## src/hdl/msmp_ram.sv

```systemverilog
// Simple dual-port memory: one write port and one read port with registered
// read data. Used for the job store and both day columns. No dependencies.
`default_nettype none

module msmp_ram #(
  parameter int DEPTH = 256,
  parameter int WIDTH = 10,
  localparam int AW   = (DEPTH > 1) ? $clog2(DEPTH) : 1
) (
  input  wire logic             clk_i,
  input  wire logic             we_i,
  input  wire logic [AW-1:0]    waddr_i,
  input  wire logic [WIDTH-1:0] wdata_i,
  input  wire logic [AW-1:0]    raddr_i,
  output logic      [WIDTH-1:0] rdata_o
);

  logic [WIDTH-1:0] mem_q [DEPTH];

  always_ff @(posedge clk_i) begin
    if (we_i) begin
      mem_q[waddr_i] <= wdata_i;
    end
    rdata_o <= mem_q[raddr_i];
  end

endmodule

`default_nettype wire

```

## config.mk

```make
export PLATFORM = sky130hd
export DESIGN_NAME = msmp_ram
export DESIGN_NICKNAME = d
export VERILOG_FILES = /design/src/hdl/msmp_ram.sv
export SDC_FILE = /design/constraint.sdc
export NUM_CORES = 2
export LEC_CHECK = 0
export ABC_AREA = 0
export ABC_CLOCK_PERIOD_IN_PS = 2250
export BUFFER_PORTS_ARGS = -buffer_cell sky130_fd_sc_hd__buf_2
export CORE_MARGIN = 2
export CORE_UTILIZATION = 48
export DETAILED_ROUTE_END_ITERATION = 12
export PLACE_DENSITY = 0.62
export SYNTH_ARGS = -nofsm -noshare
export SYNTH_HDL_FRONTEND = slang
export SYNTH_SLANG_ARGS = --single-unit
```

## constraint.sdc

```tcl
create_clock -name clk_i -period 2.25 [get_ports clk_i]
set_input_delay 0.225 -clock clk_i [delete_from_list [all_inputs] [get_ports clk_i]]
set_output_delay 0.225 -clock clk_i [all_outputs]
set_load 0.05 [all_outputs]
```

== Yosys cells after proc, flatten, opt, wreduce, memory -nomap -nowiden ==
Memory sizes are Yosys's and may differ from the RTL's. A register that Yosys moved wholly into a read port is not among the register bits.
Index checks and enable logic that the tools add are counted.

* Muxes and demuxes: 2

{| class="wikitable"
|+ Operator list
! cell !! count
|-
| 1-bit two-way mux || 2
|}

* Input bits: 28
* Memory bits (writable): 2560
* Output and inout bits: 10
* Flip-flop bits (word level): 0
* Memories kept: 1
* Logic and storage cells: 3

{| class="wikitable"
|+ Memories
! memory !! depth !! width !! read ports !! clocked after Yosys merged registers in !! write ports !! line !! RTL
|-
| mem_q || 256 || 10 || 1 || 1 || 1 || 18 || <nowiki>logic [WIDTH-1:0] mem_q [DEPTH];</nowiki>
|}

== Longest topological paths before layout ==
* Depth in word-level cells: 2
* Gate-level depth with buffers: 12
* Mapped depth without buffers: 6

== Least setup slack after synthesis ==
Ideal clock, no wire load.

* Path type: input -> register
* From: in raddr_i[0]
* To: reg rdata_o[3] (read register of mem_q)
* Path slack: 84 ps
* Required time: 2124 ps
* Arrival time: 2041 ps
* Cell stages on the path: 9
* Cell sequence: buf_4 buf_8 buf_8 buf_2 mux4_2 a22oi_1 a21oi_1 nor4_1 nor3_1

{| class="wikitable"
|+ RTL lines
! item !! line !! RTL
|-
| from (decl) || 14 || <nowiki>input wire logic [AW-1:0] raddr_i,</nowiki>
|-
| to (decl) || 15 || <nowiki>output logic [WIDTH-1:0] rdata_o</nowiki>
|}

==> results.txt <==
----------------------------------------------------
[STA]
  Post-route setup slack ... -0.0124 ns
  Number of failing setup endpoints in the final timing report ... 1
  Crit path time final ... ~2.3 ns
  Max-slew headroom ... 29.6%
  Fmax ... around 440 MHz
  Final Skew ... between 0.05 and 0.06 ns
  Fin crit share ... 101%
  Final Slew Violations ... 0
  Unrepaired setup endpoints after global routing ... yes
  Final hold viol count ... 0
  Least-Margin Pin Slew ... about 1.0 ns
  Setup TNS ... -0.0124 ns
  Final hold slack ... 0.0715 ns

[Global routing]
  Vias in the first global route ... around 50k
  Initial antenna violation count ... 19
  Pin count of the biggest net entering global routing ... 97
  Total congestion overflow ... 0
  First-pass GRT wire length ... approximately 370 mm
  Overall track demand over capacity in global routing ... about a quarter

[Setup path]
  Startpoint of the worst-slack reg-to-reg timing path ... mem_q[180][0]$_DFFE_PP_
  Worst Path Max Fanout ... 1
  Crit Path Category ... reg -> reg
  Critical Path RT ... between 3 and 4 ns
  Setup slack, reg-to-reg ... -0.01 ns
  Sort of element at the end of the critical path ... flop
  Worst EP arrival ... 3.04 ns
  Number of cell instances on the worst register-to-register path ... 7
  Startpoint type of the worst setup path ... flop
  CP Launch Point ... mem_q[180][0]$_DFFE_PP_
  R2R Path End ... rdata_o[0]$_DFF_P_

[CTS]
  Maximum clock path buffer count ... 4
  H-tree level count ... 5
  Sinks on the clock net ... approximately 2.6k
  Clock latency at the later pin of the worst-skew pair ... between 0.9 and 1 ns
  Clk slew on worst S/H paths ... about 0.060 ns
  Clock Tree Root ... sky130_fd_sc_hd__clkbuf_16
  TritonCTS clock tree ... done
  Cts bufs inserted ... between 200 and 300

[Final layout]
  Number of nets in the layout ... 5596
  Final core utilization ... between 50% and 60%
  Finished layout cell area ... between 0.1 and 0.15 mm²
  Layout overhead on the synthesized area ... 18.9%
  Fin cells ... 8449
  Share of post-route cells with drive strength above 1 ... 31.6%

[Place]
  DPL Wire Length ... around 170 mm
  Global placement routability congestion ... 0.859
  Cell count after placement ... roughly 8.0k
  # port buffers ... 37
  Placement-stage cell area ... roughly 0.11 mm²
  Worst Setup Slack post-DPL ... -1.09 ns

[Synthesis]
  Primary FF master, synth ... sky130_fd_sc_hd__edfxtp_1
  Count of synthesis-stage warnings from yosys ... 0
  Cell types with the largest area share after synthesis ... sky130_fd_sc_hd__edfxtp_1 77%, sky130_fd_sc_hd__mux4_2 11%, sky130_fd_sc_hd__mux2i_1 2.1%
  Unique cell type count in the Yosys netlist ... 53
  Flip-flop and latch count after synthesis ... 2570
  Mapped Cells ... roughly 4.6k
  Portion of the post-synthesis area used by sequential elements ... around 78%
  Area of the mapped netlist ... between 0.09 and 0.1 mm²
  Net count of the mapped netlist ... 4670
  Post-synth ARST share ... 0%
  Number of enable flip-flop cells after synthesis ... between 2k and 3k
  Fraction of synthesized cell area taken by the top area cell type ... 77.5%
  Synthesized area divided by synthesized cell count ... between 20 and 25 µm²
  Cell type contributing the most total cell area after synthesis ... sky130_fd_sc_hd__edfxtp_1

[Floorplanning]
  Die H ... roughly 460 µm
  Die width ... about 460 µm
  Number of I/O pins ... 38
  Initial cell density of the core ... about 48%
  Number of core rows ... roughly 170
  Total die area ... approximately 0.21 mm²
  Core region area ... 0.205 mm²

[Run status]
  Outcome ... finished, violations left
  Violated checks ... negative setup slack

[Pwr]
  Standby leakage power ... just under 40 nW
  Ratio of total power to cell area ... 859 mW/mm²
  Worst ir drop on vdd ... between 0.8 and 0.9 mV
  Total design power ... slightly above 100 mW

[Min path]
  Number of stages on the worst hold path ... 4
  Worst hold path endpoint ... mem_q[214][8]$_DFFE_PP_
  Hold Path Origin ... we_i
  Path class of the lowest-slack min-delay path ... in -> reg

[Routing]
  Initial drt markers ... just over 6k
  Total detailed-routing wirelength ... about 260 mm
  Count of nets left with antenna violations after detail routing ... 0
  Total iterations of the first detailed-routing run ... 5
  Wire length per cell after detailed routing ... ~31 µm
  Detailed-route DRC error count ... 0
  Routed via count divided by cell count ... roughly 6
  Via count ... between 50k and 60k

[Job]
  Max-cap violation count ... 0

----------------------------------------------------
-- critical path, cell delays in order (launching register included) --
cell and delay, ns:
sky130_fd_sc_hd__edfxtp_1 0.37, sky130_fd_sc_hd__mux4_2 0.50, sky130_fd_sc_hd__o22ai_2 0.19, sky130_fd_sc_hd__a31oi_1 0.07, sky130_fd_sc_hd__o21a_1 0.25, sky130_fd_sc_hd__nor4_2 0.40
sky130_fd_sc_hd__buf_4 0.26, sky130_fd_sc_hd__nor3_1 0.06
-- registers in the layout, indices dropped and copies added (netlist names) --
register	cells
rdata_o	10
mem_q	2560
-- cells in the final DEF, fill, tap and decap left out, types with 10 or more instances in the layout --
master | Yosys | final
sky130_fd_sc_hd__o22ai_1 | 57 | 54
sky130_fd_sc_hd__nand3_1 | 39 | 36
sky130_fd_sc_hd__diode_2 | 0 | 11
sky130_fd_sc_hd__edfxtp_1 | 2560 | 2560
sky130_fd_sc_hd__buf_2 | 48 | 24
sky130_fd_sc_hd__a22o_1 | 13 | 13
sky130_fd_sc_hd__mux4_1 | 41 | 41
sky130_fd_sc_hd__nor4_1 | 27 | 20
sky130_fd_sc_hd__bufinv_16 | 0 | 14
sky130_fd_sc_hd__clkinv_2 | 0 | 33
sky130_fd_sc_hd__a31oi_1 | 11 | 11
sky130_fd_sc_hd__clkbuf_16 | 0 | 288
sky130_fd_sc_hd__clkbuf_1 | 131 | 58
sky130_fd_sc_hd__mux4_2 | 495 | 495
sky130_fd_sc_hd__a21oi_1 | 113 | 112
sky130_fd_sc_hd__buf_4 | 29 | 756
sky130_fd_sc_hd__nor3_1 | 32 | 25
sky130_fd_sc_hd__a221oi_1 | 15 | 10
sky130_fd_sc_hd__dfxtp_1 | 10 | 10
sky130_fd_sc_hd__buf_8 | 16 | 12
sky130_fd_sc_hd__clkinv_1 | 0 | 64
sky130_fd_sc_hd__dlygate4sd3_1 | 0 | 11
sky130_fd_sc_hd__nand2_1 | 47 | 46
sky130_fd_sc_hd__nand2b_1 | 12 | 11
sky130_fd_sc_hd__o221ai_1 | 40 | 40
sky130_fd_sc_hd__nor2_1 | 292 | 290
sky130_fd_sc_hd__nor2b_1 | 24 | 20
sky130_fd_sc_hd__mux2i_1 | 210 | 210
sky130_fd_sc_hd__a22oi_1 | 191 | 188
sky130_fd_sc_hd__nand4_1 | 11 | 11
sky130_fd_sc_hd__buf_12 | 16 | 122
-- final cells by class --
cell class / count / area, µm²
Fill cell: 14800 / 87000
Sequential cell: 2570 / 77100
Multi-Input combinational cell: 1785 / 20600
Timing Repair Buffer: 925 / 8530
Clock buffer: 346 / 7420
Tap cell: 2688 / 3360
Clock inverter: 121 / 922
Antenna cell: 11 / 27.5
Inverter: 3 / 11.3
-- metal layers --
layer / vias to the layer above / global-route usage, % / part of all wire [%]
met4: 0 / 7.08 / 2.9
li1: 21500 / - / -
met3: 427 / 3.78 / 7.9
met1: 27600 / 35.4 / 41
met5: - / 0 / 0
met2: 2252 / 39.9 / 49
-- kinds of logic (layout without fill, tap and decap cells) --
kind of cell / Yosys count / after routing / synth area share, %
buffers and inverters: 287 / 1395 / 1.88
AOI/OAI and AO/OA: 525 / 525 / 3.71
muxes: 746 / 746 / 14.4
other: 0 / 11 / 0
and+or+nand+nor: 514 / 514 / 2.32
DFF: 2570 / 2570 / 77.7
-- repair_timing --
action	in CTS	in global routing
setup endpoints to repair	9	10
buffers inserted	0	0
pin swaps	5	9
hold endpoints to repair	1197	0
cloned	0	0
resized for setup	23	23
hold buffers	11	0
-- report_power, final --
group          switching, mW  leakage, nW  internal, mW
sequential             0.109         23.1          52.8
clock                   17.8         4.08          24.9
combinational           3.56         11.4          2.32
total                   21.4         38.6          80.0
-- synthesized netlist by cell type (13+ instances only) --
cell	n
sky130_fd_sc_hd__a21oi_1	113
sky130_fd_sc_hd__o22ai_1	57
sky130_fd_sc_hd__mux2i_1	210
sky130_fd_sc_hd__buf_4	29
sky130_fd_sc_hd__mux4_2	495
sky130_fd_sc_hd__buf_1	19
sky130_fd_sc_hd__a22oi_1	191
sky130_fd_sc_hd__buf_12	16
sky130_fd_sc_hd__nand3_1	39
sky130_fd_sc_hd__buf_8	16
sky130_fd_sc_hd__nor3_1	32
sky130_fd_sc_hd__buf_6	24
sky130_fd_sc_hd__nor2b_1	24
sky130_fd_sc_hd__mux4_1	41
sky130_fd_sc_hd__nor4_1	27
sky130_fd_sc_hd__a22o_1	13
sky130_fd_sc_hd__o221ai_1	40
sky130_fd_sc_hd__edfxtp_1	2560
sky130_fd_sc_hd__clkbuf_1	131
sky130_fd_sc_hd__buf_2	48
sky130_fd_sc_hd__a221oi_1	15
sky130_fd_sc_hd__nor2_1	292
sky130_fd_sc_hd__nand2_1	47
-- worst max path at each step --
stage	to	slack, ns	cells after the start
after floorplan	rdata_o[3]$_DFF_P_	0.08	9
after global placement	rdata_o[1]$_DFF_P_	-1.10	10
after detailed placement	rdata_o[1]$_DFF_P_	-1.09	10
after CTS	rdata_o[8]$_DFF_P_	0.0002	7
after global routing	rdata_o[1]$_DFF_P_	-0.02	7
final	rdata_o[0]$_DFF_P_	-0.01	7
(Power assumes the default switching activity.)
