### config.mk
export PLATFORM = sky130hd
export DESIGN_NAME = msmp_step_unit
export DESIGN_NICKNAME = d
export VERILOG_FILES = /design/src/hdl/msmp_pkg.sv /design/src/hdl/msmp_step_unit.sv
export SDC_FILE = /design/constraint.sdc
export NUM_CORES = 1
export LEC_CHECK = 0
export BUFFER_PORTS_ARGS = -buffer_cell sky130_fd_sc_hd__buf_2
export CORE_MARGIN = 1
export CORE_UTILIZATION = 61
export DETAILED_ROUTE_END_ITERATION = 10
export PLACE_DENSITY = 0.84
export SYNTH_ARGS = -nofsm -noshare
export SYNTH_HDL_FRONTEND = slang
export SYNTH_SLANG_ARGS = --single-unit
### constraint.sdc
create_clock -name clk_i -period 22.8 [get_ports clk_i]
set_input_delay 4.56 -clock clk_i [delete_from_list [all_inputs] [get_ports clk_i]]
set_output_delay 4.56 -clock clk_i [all_outputs]
set_load 0.1 [all_outputs]
### src/hdl/msmp_pkg.sv
// Shared constants, types and result codes for the minimum sum of segment
// maxima partition block. No dependencies.
`default_nettype none

package msmp_pkg;

  // Defaults for the top-level parameters.
  localparam int MAX_JOBS_DEF  = 256;
  localparam int MAX_DAYS_DEF  = 16;
  localparam int DIFF_BITS_DEF = 10;

  // Fixed field widths of the stream and configuration ports.
  localparam int JOB_W     = 10;
  localparam int TOTAL_W   = 18;
  localparam int STATUS_W  = 2;
  localparam int CFG_W     = 5;
  localparam int S_DATA_W  = 16;
  localparam int M_DATA_W  = 24;
  localparam int TOTAL_MAX = 262143;

  localparam logic [CFG_W-1:0] DAY_COUNT_RST = CFG_W'(1);

  typedef enum logic [STATUS_W-1:0] {
    ST_OK       = 2'd0,
    ST_FEW_JOBS = 2'd1,
    ST_OVERFLOW = 2'd2
  } status_e;

  // Control tag of one compare-add step, aligned with the memory read data.
  typedef struct packed {
    logic valid;      // a step is in the unit this cycle
    logic first;      // first step of a column entry: restart max and best
    logic last;       // last step of a column entry: write the entry
    logic prev_zero;  // previous-column value is the zero base case
    logic prev_inf;   // previous-column value is infinite
    logic rd_bank;    // column bank that holds the previous day
    logic final_step; // last step of the whole fill
  } step_ctrl_t;

endpackage

`default_nettype wire

### src/hdl/msmp_step_unit.sv
// Shared compare-add unit: running segment maximum, saturating add of the
// previous-day cost and running minimum. Depends on msmp_pkg.
`default_nettype none

module msmp_step_unit import msmp_pkg::*; #(
  parameter int SW = 10,
  parameter int CW = 20
) (
  input  wire logic          clk_i,
  input  wire step_ctrl_t    ctrl_i,
  input  wire logic [SW-1:0] job_i,
  input  wire logic [CW-1:0] prev_i,
  output logic      [CW-1:0] best_o,
  output logic               wr_en_o,
  output logic               done_o
);

  localparam logic [CW-1:0] COST_INF = '1;

  logic [SW-1:0] seg_q, seg_d;
  logic [CW-1:0] best_q;
  logic [CW-1:0] prev_sel;
  logic [CW-1:0] cost;

  always_comb begin
    seg_d = (ctrl_i.first || (job_i > seg_q)) ? job_i : seg_q;
    if (ctrl_i.prev_zero) begin
      prev_sel = '0;
    end else if (ctrl_i.prev_inf) begin
      prev_sel = COST_INF;
    end else begin
      prev_sel = prev_i;
    end
    // Finite sums stay below the top half of the range, so only an
    // infinite operand can saturate.
    cost   = (prev_sel == COST_INF) ? COST_INF : prev_sel + CW'(seg_d);
    best_o = (ctrl_i.first || (cost < best_q)) ? cost : best_q;
  end

  assign wr_en_o = ctrl_i.valid && ctrl_i.last;
  assign done_o  = ctrl_i.valid && ctrl_i.final_step;

  always_ff @(posedge clk_i) begin
    if (ctrl_i.valid) begin
      seg_q  <= seg_d;
      best_q <= best_o;
    end
  end

endmodule

`default_nettype wire

Word level (Yosys, flattened, before mapping):

Index checks and enable logic that the tools add are counted.

* order comparisons: 2
* $add $sub $neg: 1
* reductions and logical operators: 4
* muxes and demuxes: 5
* equality and inequality tests: 1

Operators by type and width (number)
* $mux W20: 4
* $add A20 B10 Y20: 1
* $eq A20 B20 Y1 const B: 1
* $lt A20 B20 Y1: 1
* $gt A10 B10 Y1: 1
* $mux W10: 1
* $logic_and A1 B1 Y1: 2
* $logic_or A1 B1 Y1: 2

* logic and storage cells: 15
* input bits: 38
* output and inout port bits: 22
* flip-flop bits (word level): 30

Logic depth before layout (Yosys ltp):

* depth after elaboration: 8
* depth in mapped cells: 23
* gate-level depth less buffers: 22

Worst setup path before layout:

No wires, ideal clock.

* path kind: input-to-output
* start: input port job_i[3]
* end: output port best_o[17]
* arrival: 12304 ps
* required time: 18240 ps
* buffers on the path: 0
* setup slack: 5936 ps
* stages on the path: 21
* path through: ha_1 > a21o_1 > a21o_1 > a21oi_1 > o211ai_1 > a21oi_2 > mux2_2 > ha_1 > fa_1 > a211oi_1 > or3b_4 > a31oi_4 > and2_2 > a311oi_2 > ha_1 > or2_2 > a21oi_1 > o31a_1 > o2bb2ai_1 > or2_2 > o41ai_1

* word-level cells in the longest chain between the ends: 8

RTL lines
* start, declared: line msmp_step_unit.sv:11 `input wire logic [SW-1:0] job_i,`
* $gt A10 B10 Y1 (*): line msmp_step_unit.sv:26 `seg_d = (ctrl_i.first || (job_i > seg_q)) ? job_i : seg_q;`
* $logic_or A1 B1 Y1 (*): line msmp_step_unit.sv:26
* $mux W10 (*): line msmp_step_unit.sv:26
* net seg_d[0]: line msmp_step_unit.sv:20 `logic [SW-1:0] seg_q, seg_d;`
* $add A20 B10 Y20 (*): line msmp_step_unit.sv:36 `cost = (prev_sel == COST_INF) ? COST_INF : prev_sel + CW'(seg_d);`
* $mux W20 (*): line msmp_step_unit.sv:36
* $lt A20 B20 Y1: line msmp_step_unit.sv:37 `best_o = (ctrl_i.first || (cost < best_q)) ? cost : best_q;`
* $logic_or A1 B1 Y1: line msmp_step_unit.sv:37
* $mux W20 (*): line msmp_step_unit.sv:37
* end, declared: line msmp_step_unit.sv:13 `output logic [CW-1:0] best_o,`

The timed path passes the listed nets; every way through them passes the cells marked *.

Worst setup path after layout:

Ends and elaborated chain as after synthesis.

==> impl_summary.md <==
Status
The run finished with clean final reports.

Floorplan
The starting density of the core is 0.6465. From bottom edge to top edge, the die measures 73.45 um. After floorplanning, the core was sized to cover 4817 um^2. The number of placement rows is 25. During I/O placement, the number of pins put on the boundary was 60. The die covers 5395 um^2.

The horizontal die dimension is 73.45 um.

Critical path
The critical-path maximum fanout is 10. In this run the register-to-register setup slack is 16.41 ns. The endpoint identified for the worst register-to-register timing path is best_q[1]$_DFFE_PP_. The cell family with the largest share of critical-path delay is compound AO/OA/AOI/OAI gates.

For the worst setup path, the data required time is 18.24 ns. The arrival time at the worst endpoint is 10.83 ns. The setup path with the least slack is of type input port to output port.

The cell repeated most along the worst path is ha_1. The endpoint of the most critical setup path is best_o[17]. Together, buffers and inverters on the worst path number 2.

The total stage count of the critical path is 23. Traced cell by cell, the critical path runs through buf_2, ha_1, a21o_1, a21o_1, a21oi_1, o211ai_1, a21oi_2, mux2_2, ha_1, fa_1, a211oi_1, or3b_4, a31oi_4, and2_2, a311oi_2, ha_1, or2_2, a21oi_1, o31a_1, o2bb2ai_1, or2_2, o41ai_1, buf_2. In this run the worst setup path begins at job_i[3]. The delay contributed by the slowest stage of the critical path is 0.51 ns.

The length in cells of the worst reg-to-reg path is 22. The kind of start point of the critical path is an input port. The type of element capturing the critical path is an output port.

The startpoint of the most critical register-to-register path is seg_q[3]$_DFFE_PP_. The slowest cell on the critical path is a21oi_2.

Yosys
The cell count after synthesis came out at 337. Of the total synthesized cell area, the portion taken by AND, OR, NAND and NOR gates is 0.1904. Yosys mapped a number of flops with a built-in enable equal to 30.

After synthesis, the largest family of logic cells by area is simple AND/OR/NAND/NOR gates. The register area share after synthesis is 0.2893. The synthesized netlist occupies a cell area of 3114 um^2. Of the total synthesized cell area, the portion taken by XOR and XNOR cells is 0.01687.

The multiplexer fraction of the synthesized cell area is 0.1053. For this run, the number of Yosys warnings is 0. Averaged over all synthesized cells, the footprint is 9.241 um^2. Counting every net in the synthesized netlist gives 415. After synthesis the netlist holds a flip-flop and latch count of 30. The fraction of the mapped netlist area in compound gates is 0.1816.

Synthesis instantiated 59 different standard cells from the library. Of the total synthesized cell area, the portion taken by full adders, half adders and majority gates is 0.1631. In the synthesized netlist the async set-or-reset flop fraction comes to 0. The top flip-flop cell by instance count after synthesis is edfxtp_1.

Detailed routing
The initial detailed-routing violation count is 241. After detailed routing, the wire length on met1 is 3213 um. After detailed routing, the total wire length is 7423 um. For this block, the via count after detailed routing is 2,807. After detailed routing, the met2 layer carries 3526 um of wire. The routed length on met3 is 459 um. The uppermost layer routed is met4.

Dividing the detail-routed wire length by the instance count gives 16.10 um. In the routed layout, each cell is associated on average with a via count of 6.089. The total iterations of the first detailed-routing run is 5.

The DRC violations left is 0. The remaining number of nets flagged by the antenna check after routing is 0.

STA
The hold violation count in the final report is 0. The setup TNS is 0 ns. The worst clock skew is 0.007102 ns. The relative max-transition margin is 0.5075.

The slew of the pin with the lowest slew margin is 0.7387 ns. The number of slew-limit violations in the final report is 0. Derived from the worst setup path, the maximum achievable clock frequency is 65.00 MHz.

Setup repair after global routing left no endpoint under its margin. The shortest period the worst path allows is 15.39 ns. Setup violations remaining at the end of the flow were counted as 0. The final critical-path share of the clock period is 0.6748.

Clock network
After clock tree synthesis, the setup repair step added 0 buffers. The total CTS buffers is 5. The number of buffers on the longest clock path is 2.

The number of sinks on the clock net is 30. The CTS tree is yes. Clock-pin slew was measured on the worst setup and hold paths at 0.07 ns. The number of hold buffers added after CTS was 0.

The clock latency on the worst-skew pair is 0.29 ns. Once the clock tree was built, the resizer swapped 0 gates to a different size. Clock tree synthesis selected as its root buffer the cell clkbuf_8. In this run the number of H-tree levels came out at 2.

Place
At the end of routability-driven placement, the weighted congestion stood at 0.9377. The detailed placer's ending HPWL is 5781 um. Buffers placed on the I/O ports in this run total 58. Once placement finished, the instance area stood at 3450 um^2.

Layout
The repair_antennas step left the layout with diodes totalling 0. Leaving out fill and tap cells, the most frequent cell in the layout is buf_2. The layout cell share with drive strength beyond 1 is 0.2741. After routing the design area is 3528 um^2. The number of nets in the final layout is 472.

The area added between synthesis and finish is 13.30%. In the layout the commonest cells are 58 x buf_2, 39 x ha_1, 36 x nor2_1, 34 x inv_1, 30 x edfxtp_1.

Global routing
The initial antenna violation count is 0. Global routing finished with a remaining overflow of 0. For this run, the total global-route usage over all layers was measured as 0.3003.

Entering global routing, the biggest net connects 33 pins. The via count of the first global-routing pass is 2,777. The global-route wire length before repair is 12,310 um.

Run
The number of maximum-capacitance constraint violations is 0.

Power
The total power draw is 0.2765 mW. The peak supply drop is 71.84 uV. The analysis attributes to cell leakage a power of 1.579 nW.

Dividing total power by cell area gives a power density of 78.38 nW/um^2.

Hold path
The worst hold path belongs to the class flop to flop.
## worst register-to-register path, stage by stage (launching register included)
cell       delay (ns)
edfxtp_1         0.38
inv_1            0.06
ha_1             0.24
a21o_1           0.17
a21o_1           0.17
a21oi_1          0.18
o211ai_1         0.11
a21oi_2          0.51
mux2_2           0.43
ha_1             0.23
fa_1             0.42
a211oi_1         0.37
or3b_4           0.23
a31oi_4          0.13
and2_2           0.24
a311oi_2         0.34
ha_1             0.30
or2_2            0.29
a21oi_1          0.17
o31a_1           0.15
o2bb2ai_1        0.17
nor2_4           0.43
mux2_2           0.41
## kinds of logic after synthesis
group / count (synthesis)
multiplexers: 29
AND/OR/NAND/NOR: 112
XOR/XNOR: 6
flip-flops: 30
AO/OA/AOI/OAI: 78
adder cells (fa/ha/maj): 40
buffers and inverters: 42
## through the flow
| step | hold WS, ns | setup WS, ns | std cells | util |
|---|---|---|---|---|
| 2_1_floorplan | 0.5722 | 5.936 | 337 | - |
| 3_3_place_gp | 0.5675 | 7.569 | 454 | 0.7161 |
| 3_5_place_dp | 0.5755 | 7.496 | 454 | 0.7161 |
| 4_1_cts | 0.5911 | 7.470 | 461 | 0.7325 |
| 5_1_grt | 0.6259 | 7.088 | 461 | 0.7325 |
| 6_report | 0.5833 | 7.414 | 461 | 0.7325 |
## cell usage after synthesis, types with 2 or more instances
library cell  count  area, um^2
nor2_1           36       135.1
mux2i_1           2       20.02
o211ai_1          2       15.01
a21oi_1          18       90.09
xnor2_1           3       26.28
or3_1             2       12.51
nand2b_1          4       25.02
a211oi_1          8       60.06
and2_1            5       31.28
mux2_1            2       22.52
ha_1             39       488.0
nand4b_1          3       26.28
xor2_1            3       26.28
or2_2             3       18.77
edfxtp_1         30       900.9
o21ai_0          14       70.07
nor3_1            7       35.03
mux2_2           24       270.3
nand2_1          15       56.30
and3_1            5       31.28
nand4_1           8       50.05
a21oi_2           3       26.28
clkbuf_1          5       18.77
inv_1            34       127.6
a311oi_1          2       17.52
nor2b_1           5       31.28
a211o_1           3       26.28
nand3_1           9       45.04
a211oi_2          2       25.02
a21o_1            6       45.04
a311oi_2          2       30.03
o21a_1            2       15.01
o31ai_1           4       30.03
and4_1            2       17.52
## state kept, by name (all words and copies together) (netlist names)
register	count
seg_q	10
best_q	20
## routing by layer
layer | GRT usage | up-vias
li1 | - | 1366
met1 | 0.3624 | 1306
met2 | 0.5209 | 115
met3 | 0.05350 | 20
met4 | 0.1325 | 0
met5 | 0 | -
## where the power goes
group	switching (mW)	internal, mW	total (mW)
logic	0.116	0.0447	0.161
registers	0.00308	0.0706	0.0737
clock network	0.0216	0.0205	0.0421
total	0.141	0.136	0.277
## cell type report
| type | count | area [um^2] |
|---|---|---|
| multi-input cells | 265 | 2047 |
| fillers | 397 | 1289 |
| flip-flops and latches | 30 | 900.9 |
| repair buffers | 58 | 290.3 |
| inverters | 34 | 127.6 |
| well taps | 67 | 83.83 |
| clock buffers | 5 | 68.82 |
| clock inverters | 2 | 10.01 |
## worst min path at each step
stage                      endpoint                  from  depth (start not counted)  slack, ns
6_report       best_q[13]$_DFFE_PP_  best_q[13]$_DFFE_PP_                          1       0.58
5_1_grt        best_q[10]$_DFFE_PP_  best_q[10]$_DFFE_PP_                          1       0.63
4_1_cts        best_q[13]$_DFFE_PP_  best_q[13]$_DFFE_PP_                          1       0.59
3_5_place_dp   best_q[13]$_DFFE_PP_  best_q[13]$_DFFE_PP_                          1       0.58
3_3_place_gp   best_q[13]$_DFFE_PP_  best_q[13]$_DFFE_PP_                          1       0.57
2_1_floorplan    seg_q[2]$_DFFE_PP_    seg_q[2]$_DFFE_PP_                          1       0.57
(Power assumes the default switching activity.)
