### config.mk
export PLATFORM = sky130hd
export DESIGN_NAME = msmp_fill_seq
export DESIGN_NICKNAME = d
export VERILOG_FILES = /design/src/hdl/msmp_pkg.sv /design/src/hdl/msmp_fill_seq.sv
export SDC_FILE = /design/constraint.sdc
export NUM_CORES = 1
export LEC_CHECK = 0
export ABC_AREA = 1
export ABC_CLOCK_PERIOD_IN_PS = 1600
export BUFFER_PORTS_ARGS = -buffer_cell sky130_fd_sc_hd__buf_2
export CAP_MARGIN = 30
export CORE_UTILIZATION = 51
export DETAILED_ROUTE_END_ITERATION = 10
export PLACE_DENSITY = 0.73
export SKIP_CTS_REPAIR_TIMING = 1
export SLEW_MARGIN = 20
export SYNTH_ARGS = -nofsm -noshare
export SYNTH_HDL_FRONTEND = slang
export SYNTH_SLANG_ARGS = --single-unit
### constraint.sdc
create_clock -name clk_i -period 1.6 [get_ports clk_i]
set_input_delay 0.24 -clock clk_i [delete_from_list [all_inputs] [get_ports clk_i]]
set_output_delay 0.24 -clock clk_i [all_outputs]
set_load 0.01 [all_outputs]
### src/hdl/msmp_pkg.sv
// Shared constants, types and result codes for the minimum sum of segment
// maxima partition block. No dependencies.
`default_nettype none

package msmp_pkg;

  // Defaults for the top-level parameters.
  localparam int MAX_JOBS_DEF  = 256;
  localparam int MAX_DAYS_DEF  = 16;
  localparam int DIFF_BITS_DEF = 10;

  // Fixed field widths of the stream and configuration ports.
  localparam int JOB_W     = 10;
  localparam int TOTAL_W   = 18;
  localparam int STATUS_W  = 2;
  localparam int CFG_W     = 5;
  localparam int S_DATA_W  = 16;
  localparam int M_DATA_W  = 24;
  localparam int TOTAL_MAX = 262143;

  localparam logic [CFG_W-1:0] DAY_COUNT_RST = CFG_W'(1);

  typedef enum logic [STATUS_W-1:0] {
    ST_OK       = 2'd0,
    ST_FEW_JOBS = 2'd1,
    ST_OVERFLOW = 2'd2
  } status_e;

  // Control tag of one compare-add step, aligned with the memory read data.
  typedef struct packed {
    logic valid;      // a step is in the unit this cycle
    logic first;      // first step of a column entry: restart max and best
    logic last;       // last step of a column entry: write the entry
    logic prev_zero;  // previous-column value is the zero base case
    logic prev_inf;   // previous-column value is infinite
    logic rd_bank;    // column bank that holds the previous day
    logic final_step; // last step of the whole fill
  } step_ctrl_t;

endpackage

`default_nettype wire

### src/hdl/msmp_fill_seq.sv
// Table fill sequencer: walks day k, column entry i and split point j, issues
// memory addresses and a registered step tag aligned with the read data. Depends on msmp_pkg.
`default_nettype none

module msmp_fill_seq import msmp_pkg::*; #(
  parameter int MAX_JOBS = 256,
  parameter int MAX_DAYS = 16,
  localparam int JW      = $clog2(MAX_JOBS + 1),
  localparam int DW      = $clog2(MAX_DAYS + 1),
  localparam int AW      = (MAX_JOBS > 1) ? $clog2(MAX_JOBS) : 1
) (
  input  wire logic          clk_i,
  input  wire logic          rst_ni,
  input  wire logic          start_i,
  input  wire logic [JW-1:0] n_i,
  input  wire logic [DW-1:0] days_i,
  output step_ctrl_t         ctrl_o,
  output logic      [AW-1:0] job_addr_o,
  output logic      [AW-1:0] col_addr_o,
  output logic      [AW-1:0] wr_addr_o
);

  logic          run_q;
  logic [JW-1:0] n_q, i_q, j_q;
  logic [DW-1:0] days_q, k_q;
  logic          j_one, i_end, k_end;
  step_ctrl_t    issue;

  assign j_one = (j_q == JW'(1));
  assign i_end = (i_q == n_q);
  assign k_end = (k_q == days_q);

  always_comb begin
    issue.valid      = run_q;
    issue.first      = (j_q == i_q);
    issue.last       = j_one;
    issue.prev_zero  = j_one && (k_q == DW'(1));
    issue.prev_inf   = (k_q == DW'(1)) != j_one;
    issue.rd_bank    = ~k_q[0];
    issue.final_step = j_one && i_end && k_end;
  end

  // Job j-1 and previous-column entry j-1 (stored at j-2; entry 0 is implicit).
  assign job_addr_o = AW'(j_q - JW'(1));
  assign col_addr_o = AW'(j_q - JW'(2));

  always_ff @(posedge clk_i or negedge rst_ni) begin
    if (!rst_ni) begin
      run_q  <= 1'b0;
      ctrl_o <= '0;
    end else begin
      ctrl_o <= issue;
      if (start_i) begin
        run_q <= 1'b1;
      end else if (run_q && j_one && i_end && k_end) begin
        run_q <= 1'b0;
      end
    end
  end

  always_ff @(posedge clk_i) begin
    wr_addr_o <= AW'(i_q - JW'(1));
    if (start_i) begin
      n_q    <= n_i;
      days_q <= days_i;
      i_q    <= JW'(1);
      j_q    <= JW'(1);
      k_q    <= DW'(1);
    end else if (run_q) begin
      if (!j_one) begin
        j_q <= j_q - JW'(1);
      end else if (!i_end) begin
        i_q <= i_q + JW'(1);
        j_q <= i_q + JW'(1);
      end else if (!k_end) begin
        k_q <= k_q + DW'(1);
        i_q <= JW'(1);
        j_q <= JW'(1);
      end
    end
  end

endmodule

`default_nettype wire

======== Yosys cells after proc, flatten, opt, wreduce, memory -nomap -nowiden ========
Cells that the tools add are included.
word-level totals
  flip-flop bits (word level) ............. 53
  input bits .............................. 17
  output and inout bits ................... 31
  word-level logic and storage cells ...... 44
operators by class
  $add $sub $neg .......................... 5
  eq/ne operators ......................... 8
  mux-type cells .......................... 5
  bitwise operators ....................... 2
  reductions and logical operators ........ 10
operator list
  operator             count
  $mux 9               3
  $eq 9x9->1           2
  $add 9x1->9 const B  1
  $eq 9x1->1 const B   1
  $sub 9x1->9 const B  1
  $sub 8x1->8 const B  1
  $sub 8x2->8 const B  1
  $logic_and 1x1->1    6
  $add 5x1->5 const B  1
  $eq 5x1->1 const B   1
  $eq 5x5->1           1
  $reduce_and 4->1     1
  $ne 3x3->1 const B   1
  $reduce_and 3->1     1
  $mux 1               2
  $ne 2x2->1 const B   1
  $not 1->1            2
  $reduce_and 2->1     1
  $reduce_bool 2->1    1
  $ne 1x1->1           1

======== Longest topological paths before layout ========
Gate-level depths: netlist of run 1.
  depth in word-level cells ............... 6
  gate-level depth with buffers ........... 14

======== Worst setup path before layout of run 1 ========
Ideal clock, no wire load.
  kind .................................... register to register
  from .................................... register j_q[1]
  to ...................................... register i_q[7]
  arrival time ............................ 1.555 ns
  required time ........................... 1.486 ns
  slack ................................... -0.069 ns
  stages on the path, launching flop included .. 13
  buffers on the path ..................... 1
  clock period less this slack ............ 1.669 ns
  path through ............................ dfxtp_1 -> inv_1 -> ha_1 -> inv_1 -> nor3_2 -> nand3_1 -> inv_1 -> nand2_4 -> inv_2 -> buf_6 -> nand2_1 -> nand2_1 -> nor2_2
on the way
  word-level cells in the longest chain between the ends .. 2
RTL lines
  element                            RTL line             source
  start: declaration                 msmp_fill_seq.sv:24  logic [JW-1:0] n_q, i_q, j_q;
  start signal: assignment           msmp_fill_seq.sv:71  j_q <= j_q - JW'(1);
  start signal: assignment           msmp_fill_seq.sv:74  j_q <= i_q + JW'(1);
  $eq 9x1->1                         msmp_fill_seq.sv:29  assign j_one = (j_q == JW'(1));
  $reduce_and 3->1 (no source line)  --
  end signal: assignment             msmp_fill_seq.sv:73  i_q <= i_q + JW'(1);
  end: declaration                   msmp_fill_seq.sv:24
Every way passes these cells.
A chain may end at the register's enable or synchronous reset.

======== Final worst setup path of run 1 ========
  from .................................... register j_q[1]
  to ...................................... output job_addr_o[6]
on the way
  word-level cells in the longest chain between the ends .. 1
RTL lines
  element           RTL line             source
  $sub 9x1->9       --
  end: declaration  msmp_fill_seq.sv:18  output logic [AW-1:0] job_addr_o,
Every way passes these cells.

==> out/summary.txt, run 1 <==
status = finished, violations left
violations in the final reports = negative setup slack
Compound-Gate Fraction of Synth Area = 5.032%
clock slew at reported path FFs = 0.10 ns
Synth top area share = 21.15%
clock skew = 0.01109 ns
maxcap violations = 0
DRC errors left = 0
Area growth syn-to-layout = 40.94%
syn_area_per_cell = 7.803 um^2
pwr dens = 1731 mW/mm^2
fin crit share = 121.9%
worst endpoint required time = 1.36 ns
post-layout min period = 1.950 ns
fraction of registers with async set/reset = 15.09%
critical path fanouts, max = 6
class of the worst hold path = in -> reg
fin. max-slew vios = 0
Starting Density = 52.96%
Int Pwr = 4002 uW
reg-to-reg slack, setup = -0.15 ns
top cells by area, synth = dfxtp_1 (21%), edfxtp_1 (14%), nand2_1 (12%)
Worst path most repeated cell = nand2_2
setup TNS = -3.161 ns
clk_lat worst skew = 0.31 ns
met2 wire length = 3980 um
most common cell in the synthesized netlist = nand2_1
DRT iter0 DRCs = 214
Netlist Area Pre-Place = 0.002934 mm^2
net switching power = 3158 uW
sequential share of the synthesized area = 42.30%
Max clock buf depth = 2
initial antenna violation count = 0
wire length on met1 = 3314 um
layout cells sized above 1 = 43.56%
Primary FF master, synth = dfxtp_1
max layer used = met4
synthesized-area fraction occupied by xor and xnor cells = 8.017%
crit path DAT = 1.71 ns
Least-Margin Pin Slew = 0.3721 ns
Slew Limit Headroom = 75.19%
cell chain of the critical path = inv_4 > ha_2 > nand2_2 > inv_2 > nand2_2 > nor2_2 > xor2_1 > buf_2
Clk pwr share = 10.9%
DR vias = 2,932
Num CTS Buffers = 5
simple-gate share of the synthesized area = 30.66%
#FFs+latches synth = 53
met3 WL = 478 um
Final WS setup = -0.3498 ns
area leader, netlist = dfxtp_1
Fin. Hold Viols = 0
global-route wire length before repair = 11,600 um
I/O Buffers = 47
Die W = 77.85 um
CTS root buffer = clkbuf_8
antenna cell count = 0
Final nets = 514
YS warnings = 0
post-synthesis mux area share = 0%
wire per inst = 14.48 um
H-tree levels = 2
largest net degree at the start of global routing = 22
drt pass-1 iters = 5
IO Count = 48
Setup WS pre-CTS = -0.1101 ns
ANT nets after route = 0
EDFF count, synth = 14
Routed WL = 8121 um
die area = 0.006061 mm^2
Setup-failing EPs final = 32
combinational family with the most area after synthesis = simple AND/OR/NAND/NOR gates
Mapped Cells = 376
global route overflow = 0
post-detail-place hpwl = 5498 um
area share of fa/ha/maj cells after synthesis = 3.838%
CTS tree = yes
area of the core = 0.005540 mm^2
Via density = 5.226
RSZ-0062 raised after global routing = yes
Distinct cells, synth = 36
Reg power frac = 26.2%
startpoint types = flip-flop
aggregate global-route resource usage = 24.72%
CP max stage delay = 0.35 ns
CP endpoint kind = output port
LEAKAGE = 0.002071 uW
slowest stage cell on the critical path = dfxtp_2
num rows = 27
Die Y = 77.85 um
vias in the first global route = 2,501
f_max = 512.9 MHz
Commonest cells post-synth = nand2_1 (91), inv_1 (42), nor2_1 (35), dfxtp_1 (31), nand3_1 (29)
Synthesized Nets = 402
fin util = 74.64%
worst vdd ir = 1200 uV
gpl congestion = 0.9021
Comb pwr share = 62.9%
Worst Setup Path Type = reg -> out
CTS sink count = 53
sw frac = 44.11%
[final timing paths]
kind | startpoint | end | cells past startpoint
setup / recovery | j_q[1]$_SDFFE_PP0P_ | job_addr_o[6] | 8
hold / removal | days_i[4] | days_q[4]$_DFFE_PP_ | 1
setup reg to reg | j_q[1]$_SDFFE_PP0P_ | j_q[1]$_SDFFE_PP0P_ | 12
hold reg to reg | j_q[0]$_SDFFE_PP1P_ | j_q[0]$_SDFFE_PP1P_ | 2
max in group asynchronous | rst_ni | ctrl_o[1]$_DFF_PN0_ | 2
min in group asynchronous | rst_ni | run_q$_DFFE_PN0P_ | 2
[cell type report]
class,instances,area [um^2]
flip-flops and latches,53,1261
well taps,72,90.09
multi-input cells,255,1629
repair inverters,1,11.26
repair buffers,117,823.3
clock inverters,2,13.76
fillers,391,1405
inverters,55,224.0
clock buffers,6,82.58
[routing by layer]
metal	vias to the layer above	global-route usage, %
met4	0	7.547
li1	1417	-
met2	157	42.04
met3	44	4.000
met1	1314	32.02
met5	-	0
[per-stage QoR]
step           cells  cell area (um^2)  total power, uW  hold slack (ns)
5_1_grt          561              4135             7628          0.08845
4_1_cts          541              3660             6060          -0.2390
3_3_place_gp     533              3563             5191          0.07897
6_report         561              4135             7160           0.1030
2_1_floorplan    376              2934             4020         -0.05559
3_5_place_dp     533              3563             5274          0.09743
[state kept, by name (all words and copies together), names as in the netlist]
| register | flops |
|---|---|
| ctrl_o | 7 |
| days_q | 5 |
| i_q | 9 |
| j_q | 9 |
| k_q | 5 |
| n_q | 9 |
| run_q | 1 |
| wr_addr_o | 8 |
[critical path: cells and delay by family, from the launching register on]
| family | cells | cell delay (ns) |
|---|---|---|
| and+or+nand+nor | 3 | 0.27 |
| adders and majority gates | 1 | 0.20 |
| xor gates and xnor gates | 1 | 0.22 |
| buffers and inverters | 3 | 0.36 |
| DFF | 1 | 0.35 |
[power groups by stage]
stage | Sequential (uW) | Combinational [uW] | Clock [uW]
6_report | 1870 | 4500 | 781
5_1_grt | 1900 | 4860 | 864
4_1_cts | 1820 | 3440 | 798
3_5_place_dp | 1850 | 3420 | 0
3_3_place_gp | 1840 | 3350 | 0
2_1_floorplan | 1890 | 2130 | 0
[logic make-up (layout without fill, tap and decap cells)]
kind of cell / after synthesis / in the layout
and+or+nand+nor: 193 / 193
buffers and inverters: 68 / 181
DFF: 53 / 53
AOI/OAI and AO/OA: 27 / 27
xor gates and xnor gates: 26 / 26
adders and majority gates: 9 / 9
[placed cells by master (no fill, tap or decap), types with 8 or more instances in the layout]
cell       n
buf_4     63
nor2_2    15
edfxtp_1  14
o21ai_0   10
dfrtp_1    8
dfxtp_1   23
inv_1     33
xnor2_1   10
nand2_2    9
inv_2     16
nand2_1   85
nand3_1   24
xor2_1    13
buf_2     46
nor2_1    22
nand4_1    8
No activity file was read; power rests on OpenSTA's default activity.
==> run 2, diff against run 1 <==
--- a/config.mk
+++ b/config.mk
@@ -11,6 +11,8 @@
 export CAP_MARGIN = 30
 export CORE_UTILIZATION = 51
 export DETAILED_ROUTE_END_ITERATION = 10
+export HOLD_SLACK_MARGIN = 0.08
+export MAX_ROUTING_LAYER = met4
 export PLACE_DENSITY = 0.73
 export SKIP_CTS_REPAIR_TIMING = 1
 export SLEW_MARGIN = 20
==> run 2 against run 1 <==
  * The flow still finishes with violations (negative setup slack)
  * Die area unchanged
  * First-iteration DRC count up 29%
  * Clock power up 40%
  * Critical path type unchanged
  * Critical endpoint is now col_addr_o[5]
  * Highest routed layer unchanged
==> out/summary.txt, run 2 (same netlist as run 1, synthesis figures left out) <==
RSZ-0062 raised after global routing = yes (unchanged)
clock skew = 0.01053 ns (was 0.01109 ns)
LEAKAGE = 0.002105 uW (was 0.002071 uW)
status = finished, violations left (unchanged)
global-route wire length before repair = 11,620 um (was 11,600 um)
clk_lat worst skew = 0.31 ns (about the same)
violations in the final reports = negative setup slack (unchanged)
Starting Density = 52.96% (unchanged)
post-layout min period = 1.894 ns (was 1.950 ns)
Slew Limit Headroom = 75.67% (was 75.19%)
initial antenna violation count = 0 (unchanged)
Final WS setup = -0.2939 ns (was -0.3498 ns)
Max clock buf depth = 2 (unchanged)
CTS tree = yes (unchanged)
CP endpoint = col_addr_o[5] (was job_addr_o[6])
Area growth syn-to-layout = 44.35% (was 40.94%)
Hold Startpoint = n_i[1] (was days_i[4])
Via density = 5.365 (was 5.226)
pwr dens = 1811 mW/mm^2 (was 1731 mW/mm^2)
DRC errors left = 0 (unchanged)
fin. max-slew vios = 0 (unchanged)
CP endpoint kind = output port (unchanged)
leading registers by flop count = i_q (9), j_q (9), n_q (9) (unchanged)
Fin. Hold Viols = 0 (unchanged)
commonest non-fill, non-tap cells in the layout = nand2_1 (81), buf_4 (59), buf_2 (45) (was nand2_1 (85), buf_4 (63), buf_2 (46))
Die W = 77.85 um (unchanged)
Num CTS Buffers = 5 (unchanged)
worst vdd ir = 1164 uV (was 1200 uV)
antenna cell count = 0 (unchanged)
gpl congestion = 0.9195 (was 0.9021)
clock slew at reported path FFs = 0.10 ns (about the same)
most common cell after layout, fill and taps aside = nand2_1 (unchanged)
die area = 0.006061 mm^2 (unchanged)
fin util = 76.45% (was 74.64%)
startpoint types = flip-flop (unchanged)
post-detail-place hpwl = 5473 um (was 5498 um)
Worst Hold Depth = 1 (unchanged)
IO Count = 48 (unchanged)
vias in the first global route = 2,491 (was 2,501)
ANT nets after route = 0 (unchanged)
layout cells sized above 1 = 44.38% (was 43.56%)
r2r startpoint = j_q[1]$_SDFFE_PP0P_ (unchanged)
Critical Path Source = j_q[2]$_SDFFE_PP0P_ (was j_q[1]$_SDFFE_PP0P_)
I/O Buffers = 47 (unchanged)
maxcap violations = 0 (unchanged)
num rows = 27 (unchanged)
largest net degree at the start of global routing = 22 (unchanged)
critical path fanouts, max = 3 (was 6)
reg2reg end = i_q[2]$_SDFFE_PP0P_ (was j_q[1]$_SDFFE_PP0P_)
non-filler cells, final = 561 (unchanged)
Placed Cells = 533 (unchanged)
aggregate global-route resource usage = 25.63% (was 24.72%)
H-tree levels = 2 (unchanged)
f_max = 528.0 MHz (was 512.9 MHz)
placed cell area = 0.003563 mm^2 (unchanged)
crit path DAT = 1.65 ns (was 1.71 ns)
Least-Margin Pin Slew = 0.3649 ns (was 0.3721 ns)
class of the worst hold path = in -> reg (unchanged)
Final nets = 514 (unchanged)
worst endpoint required time = 1.36 ns (about the same)
drt pass-1 iters = 5 (unchanged)
reg-to-reg slack, setup = -0.11 ns (was -0.15 ns)
DR vias = 3,010 (was 2,932)
area of the core = 0.005540 mm^2 (unchanged)
Routed WL = 8686 um (was 8121 um)
DRT iter0 DRCs = 276 (was 214)
global route overflow = 0 (unchanged)
CTS sink count = 53 (unchanged)
Die Y = 77.85 um (unchanged)
R2R cell count = 12 (unchanged)
CTS root buffer = clkbuf_8 (unchanged)
wire per inst = 15.48 um (was 14.48 um)
post-route cell area = 0.004235 mm^2 (was 0.004135 mm^2)
Setup-failing EPs final = 29 (was 32)
Worst Setup Path Type = reg -> out (unchanged)
fin crit share = 118.4% (was 121.9%)
==> run 2: final cells by class <==
class,instances,area (um^2)
multi-input cells,255,1673
fillers,373,1305
flip-flops and latches,53,1264
repair buffers,117,839.6
inverters,55,229.0
well taps,72,90.09
clock buffers,5,68.82
clock inverters,3,65.06
repair inverters,1,6.256
==> run 2: worst min-delay path by stage <==
stage / to / slack, ns
2_1_floorplan: ctrl_o[0]$_DFF_PN0_ / -0.06
3_3_place_gp: ctrl_o[3]$_DFF_PN0_ / 0.08
3_5_place_dp: ctrl_o[1]$_DFF_PN0_ / 0.09
4_1_cts: ctrl_o[3]$_DFF_PN0_ / -0.25
5_1_grt: n_q[4]$_DFFE_PP_ / 0.08
6_report: n_q[1]$_DFFE_PP_ / 0.09
==> run 2: through the flow <==
step | setup slack (ns) | power [uW] | TNS, ns | hold slack, ns
after global placement | -0.06635 | 5172 | -0.2269 | 0.08114
after detailed placement | -0.1463 | 5263 | -0.9112 | 0.09113
after floorplan | 0.02605 | 4020 | 0 | -0.05559
after CTS | -0.3978 | 6351 | -3.724 | -0.2451
after global routing | -0.3554 | 8076 | -4.803 | 0.08166
final | -0.2939 | 7672 | -3.091 | 0.09392
==> run 2: worst max-delay path: stages (launching register included) <==
cell and delay (ns):
dfxtp_4 0.38, inv_4 0.08, ha_4 0.15, inv_4 0.04, nor2_4 0.09, inv_2 0.05, nor2_4 0.12, buf_6 0.10
xor2_1 0.16, buf_2 0.16
==> run 2: routing by layer <==
metal / track usage (%) / vias to the layer above / share of wire (%)
li1: - / 1409 / -
met1: 32.42 / 1409 / 39
met2: 41.42 / 159 / 50
met3: 4.235 / 33 / 6.8
met4: 9.057 / 0 / 3.4
met5: - / - / 0
==> run 2: report_power, final <==
| group | internal [uW] | switching (uW) | total, uW | leakage, uW |
|---|---|---|---|---|
| Clock | 622 | 470 | 1090 | 0.0000681 |
| Sequential | 1680 | 206 | 1890 | 0.000491 |
| Combinational | 2050 | 2640 | 4690 | 0.00155 |
==> run 3, diff against run 2 <==
--- a/config.mk
+++ b/config.mk
@@ -9,11 +9,13 @@
 export ABC_CLOCK_PERIOD_IN_PS = 1600
 export BUFFER_PORTS_ARGS = -buffer_cell sky130_fd_sc_hd__buf_2
 export CAP_MARGIN = 30
-export CORE_UTILIZATION = 51
+export CELL_PAD_IN_SITES_DETAIL_PLACEMENT = 1
+export CELL_PAD_IN_SITES_GLOBAL_PLACEMENT = 2
+export CORE_UTILIZATION = 29
 export DETAILED_ROUTE_END_ITERATION = 10
 export HOLD_SLACK_MARGIN = 0.08
 export MAX_ROUTING_LAYER = met4
-export PLACE_DENSITY = 0.73
+export PLACE_DENSITY = 0.72
 export SKIP_CTS_REPAIR_TIMING = 1
 export SLEW_MARGIN = 20
 export SYNTH_ARGS = -nofsm -noshare
==> run 3 against run 2 <==
  * The run still ends with negative setup slack left
  * Wire length increased by 14%
  * Register-to-register slack got worse by 0.09 ns
  * Sequential cell count unchanged
  * Worst hold slack got worse by 0.0071 ns
  * Clock skew increased by 0.0022 ns
  * Critical path depth unchanged
  * Worst setup slack got worse by 0.034 ns
  * Cell count increased by 12%
==> out/summary.txt, run 3 (same netlist as run 1, synthesis figures left out) <==
status = finished, violations left (unchanged)
violations in the final reports = negative setup slack (unchanged)
Worst Setup Path Type = reg -> out (unchanged)
post-layout min period = 1.928 ns (was 1.894 ns)
area of the core = 0.009774 mm^2 (was 0.005540 mm^2)
global-route wire length before repair = 14,060 um (was 11,620 um)
wire per inst = 15.74 um (was 15.48 um)
RSZ-0062 raised after global routing = yes (unchanged)
met2 usage = 33.64% (was 41.42%)
die area = 0.01052 mm^2 (was 0.006061 mm^2)
layout cells sized above 1 = 49.49% (was 44.38%)
drt pass-1 iters = 4 (was 5)
antenna cell count = 0 (unchanged)
Hold Startpoint = n_i[7] (was n_i[1])
worst vdd ir = 634.2 uV (was 1164 uV)
worst path bufs/invs = 4 (was 5)
CP endpoint kind = output port (unchanged)
fin. max-slew vios = 0 (unchanged)
Die W = 102.6 um (was 77.85 um)
CP max stage delay = 0.38 ns (about the same)
num rows = 36 (was 27)
Least-Margin Pin Slew = 0.3243 ns (was 0.3649 ns)
maxcap violations = 0 (unchanged)
fin crit share = 120.5% (was 118.4%)
startpoint types = flip-flop (unchanged)
I/O Buffers = 47 (unchanged)
Die Y = 102.6 um (was 77.85 um)
Starting Density = 30.02% (was 52.96%)
most common cell after layout, fill and taps aside = nand2_1 (unchanged)
class of the worst hold path = in -> reg (unchanged)
Final WS setup = -0.3279 ns (was -0.2939 ns)
Max clock buf depth = 2 (unchanged)
r2r startpoint = j_q[1]$_SDFFE_PP0P_ (unchanged)
Fin. Hold Viols = 0 (unchanged)
leading registers by flop count = i_q (9), j_q (9), n_q (9) (unchanged)
initial antenna violation count = 0 (unchanged)
total power = 7577 uW (was 7672 uW)
Routed WL = 9884 um (was 8686 um)
DRT iter0 DRCs = 55 (was 276)
Final nets = 520 (was 514)
post-detail-place hpwl = 7131 um (was 5473 um)
most used routing layer = met2 (unchanged)
IO Count = 48 (unchanged)
DR vias = 2,891 (was 3,010)
pwr dens = 1721 mW/mm^2 (was 1811 mW/mm^2)
fin util = 45.05% (was 76.45%)
critical path fanouts, max = 3 (unchanged)
DRC errors left = 0 (unchanged)
cell chain of the critical path = inv_4 > ha_4 > inv_2 > nor2_1 > inv_1 > nor2_2 > nand2_1 > xnor2_2 > buf_2 (was inv_4 > ha_4 > inv_4 > nor2_4 > inv_2 > nor2_4 > buf_6 > xor2_1 > buf_2)
clock skew = 0.01270 ns (was 0.01053 ns)
slowest stage cell on the critical path = dfxtp_4 (unchanged)
Num CTS Buffers = 5 (unchanged)
gpl congestion = 0.8255 (was 0.9195)
placed cell area = 0.003697 mm^2 (was 0.003563 mm^2)
CTS root buffer = clkbuf_8 (unchanged)
Crit path max-delay family = flip-flops (was buffers and inverters)
met1 global-route usage = 21.16% (was 32.42%)
CTS tree = yes (unchanged)
aggregate global-route resource usage = 18.25% (was 25.63%)
ANT nets after route = 0 (unchanged)
H-tree levels = 2 (unchanged)
worst endpoint required time = 1.36 ns (about the same)
setup TNS = -4.793 ns (was -3.091 ns)
CTS sink count = 53 (unchanged)
global route overflow = 0 (unchanged)
Area growth syn-to-layout = 50.06% (was 44.35%)
clock slew at reported path FFs = 0.12 ns (was 0.10 ns)
commonest non-fill, non-tap cells in the layout = nand2_1 (76), buf_4 (60), buf_2 (45) (was nand2_1 (81), buf_4 (59), buf_2 (45))
crit path DAT = 1.69 ns (was 1.65 ns)
fillers = 1,206 (was 373)
f_max = 518.7 MHz (was 528.0 MHz)
largest net degree at the start of global routing = 17 (was 22)
grt met3 use = 2.034% (was 4.235%)
Via density = 4.604 (was 5.365)
vias in the first global route = 2,856 (was 2,491)
Sequential Area = 0.001266 mm^2 (was 0.001264 mm^2)
Critical Path Source = j_q[2]$_SDFFE_PP0P_ (unchanged)
multi-input logic area = 0.001727 mm^2 (was 0.001673 mm^2)
LEAKAGE = 0.002117 uW (was 0.002105 uW)
clk_lat worst skew = 0.32 ns (was 0.31 ns)
post-route cell area = 0.004403 mm^2 (was 0.004235 mm^2)
Slew Limit Headroom = 78.38% (was 75.67%)
Setup-failing EPs final = 33 (was 29)
## run 3: changes by cell type in the layout (fill, tap and decap cells not counted), moves of 3 or more
| cell | previous run | this run |
|---|---|---|
| buf_6 | 9 | 13 |
| nand2_1 | 81 | 76 |
| o21ai_2 | 1 | 5 |
| nand2_2 | 8 | 17 |
| nand2_4 | 9 | 5 |
| nand3_1 | 22 | 14 |
| o21ai_1 | 9 | 6 |
| nor3_2 | 0 | 3 |
| nor2_2 | 12 | 16 |
| nand3_2 | 6 | 14 |
## run 3: layout make-up
class                      count  area share (%)
clock buffer                   6           1.648
sequential                    53           28.76
timing repair buffer         123           20.60
multi-input combinational    255           39.22
clock inverter                 2          0.3126
inverter                      55           5.428
tap                          133           3.779
timing repair inverter         1          0.2558
## run 3: path summary, 6_finish.rpt
| check | end | slack, ns | cells past startpoint |
|---|---|---|---|
| worst max-delay path | job_addr_o[5] | -0.33 | 9 |
| worst min-delay path | n_q[7]$_DFFE_PP_ | 0.09 | 1 |
| worst max register to register | i_q[1]$_SDFFE_PP0P_ | -0.20 | 12 |
| worst min register to register | ctrl_o[6]$_DFF_PN0_ | 0.59 | 0 |
| max in group asynchronous | ctrl_o[2]$_DFF_PN0_ | 1.17 | 2 |
| min in group asynchronous | ctrl_o[3]$_DFF_PN0_ | 0.28 | 2 |
## run 3: report_power, final
group          switching, uW  internal (uW)  total [uW]
Clock                    512            315         827
Sequential               212           1680        1890
Combinational           2720           2130        4850
## run 3: metrics by stage
stage | cells | worst slack (ns) | hold slack (ns)
after floorplan | 376 | 0.02605 | -0.05559
after global placement | 600 | -0.1007 | 0.08113
after detailed placement | 600 | -0.1287 | 0.08847
after CTS | 608 | -0.4038 | -0.2602
after global routing | 628 | -0.4127 | 0.07903
final | 628 | -0.3279 | 0.08679
## run 3: layer usage
| metal | up-vias | routed length [um] |
|---|---|---|
| met1 | 1423 | 4007 |
| met4 | 0 | 146 |
| met3 | 15 | 174 |
| met5 | - | 0 |
| li1 | 1420 | - |
| met2 | 33 | 5556 |
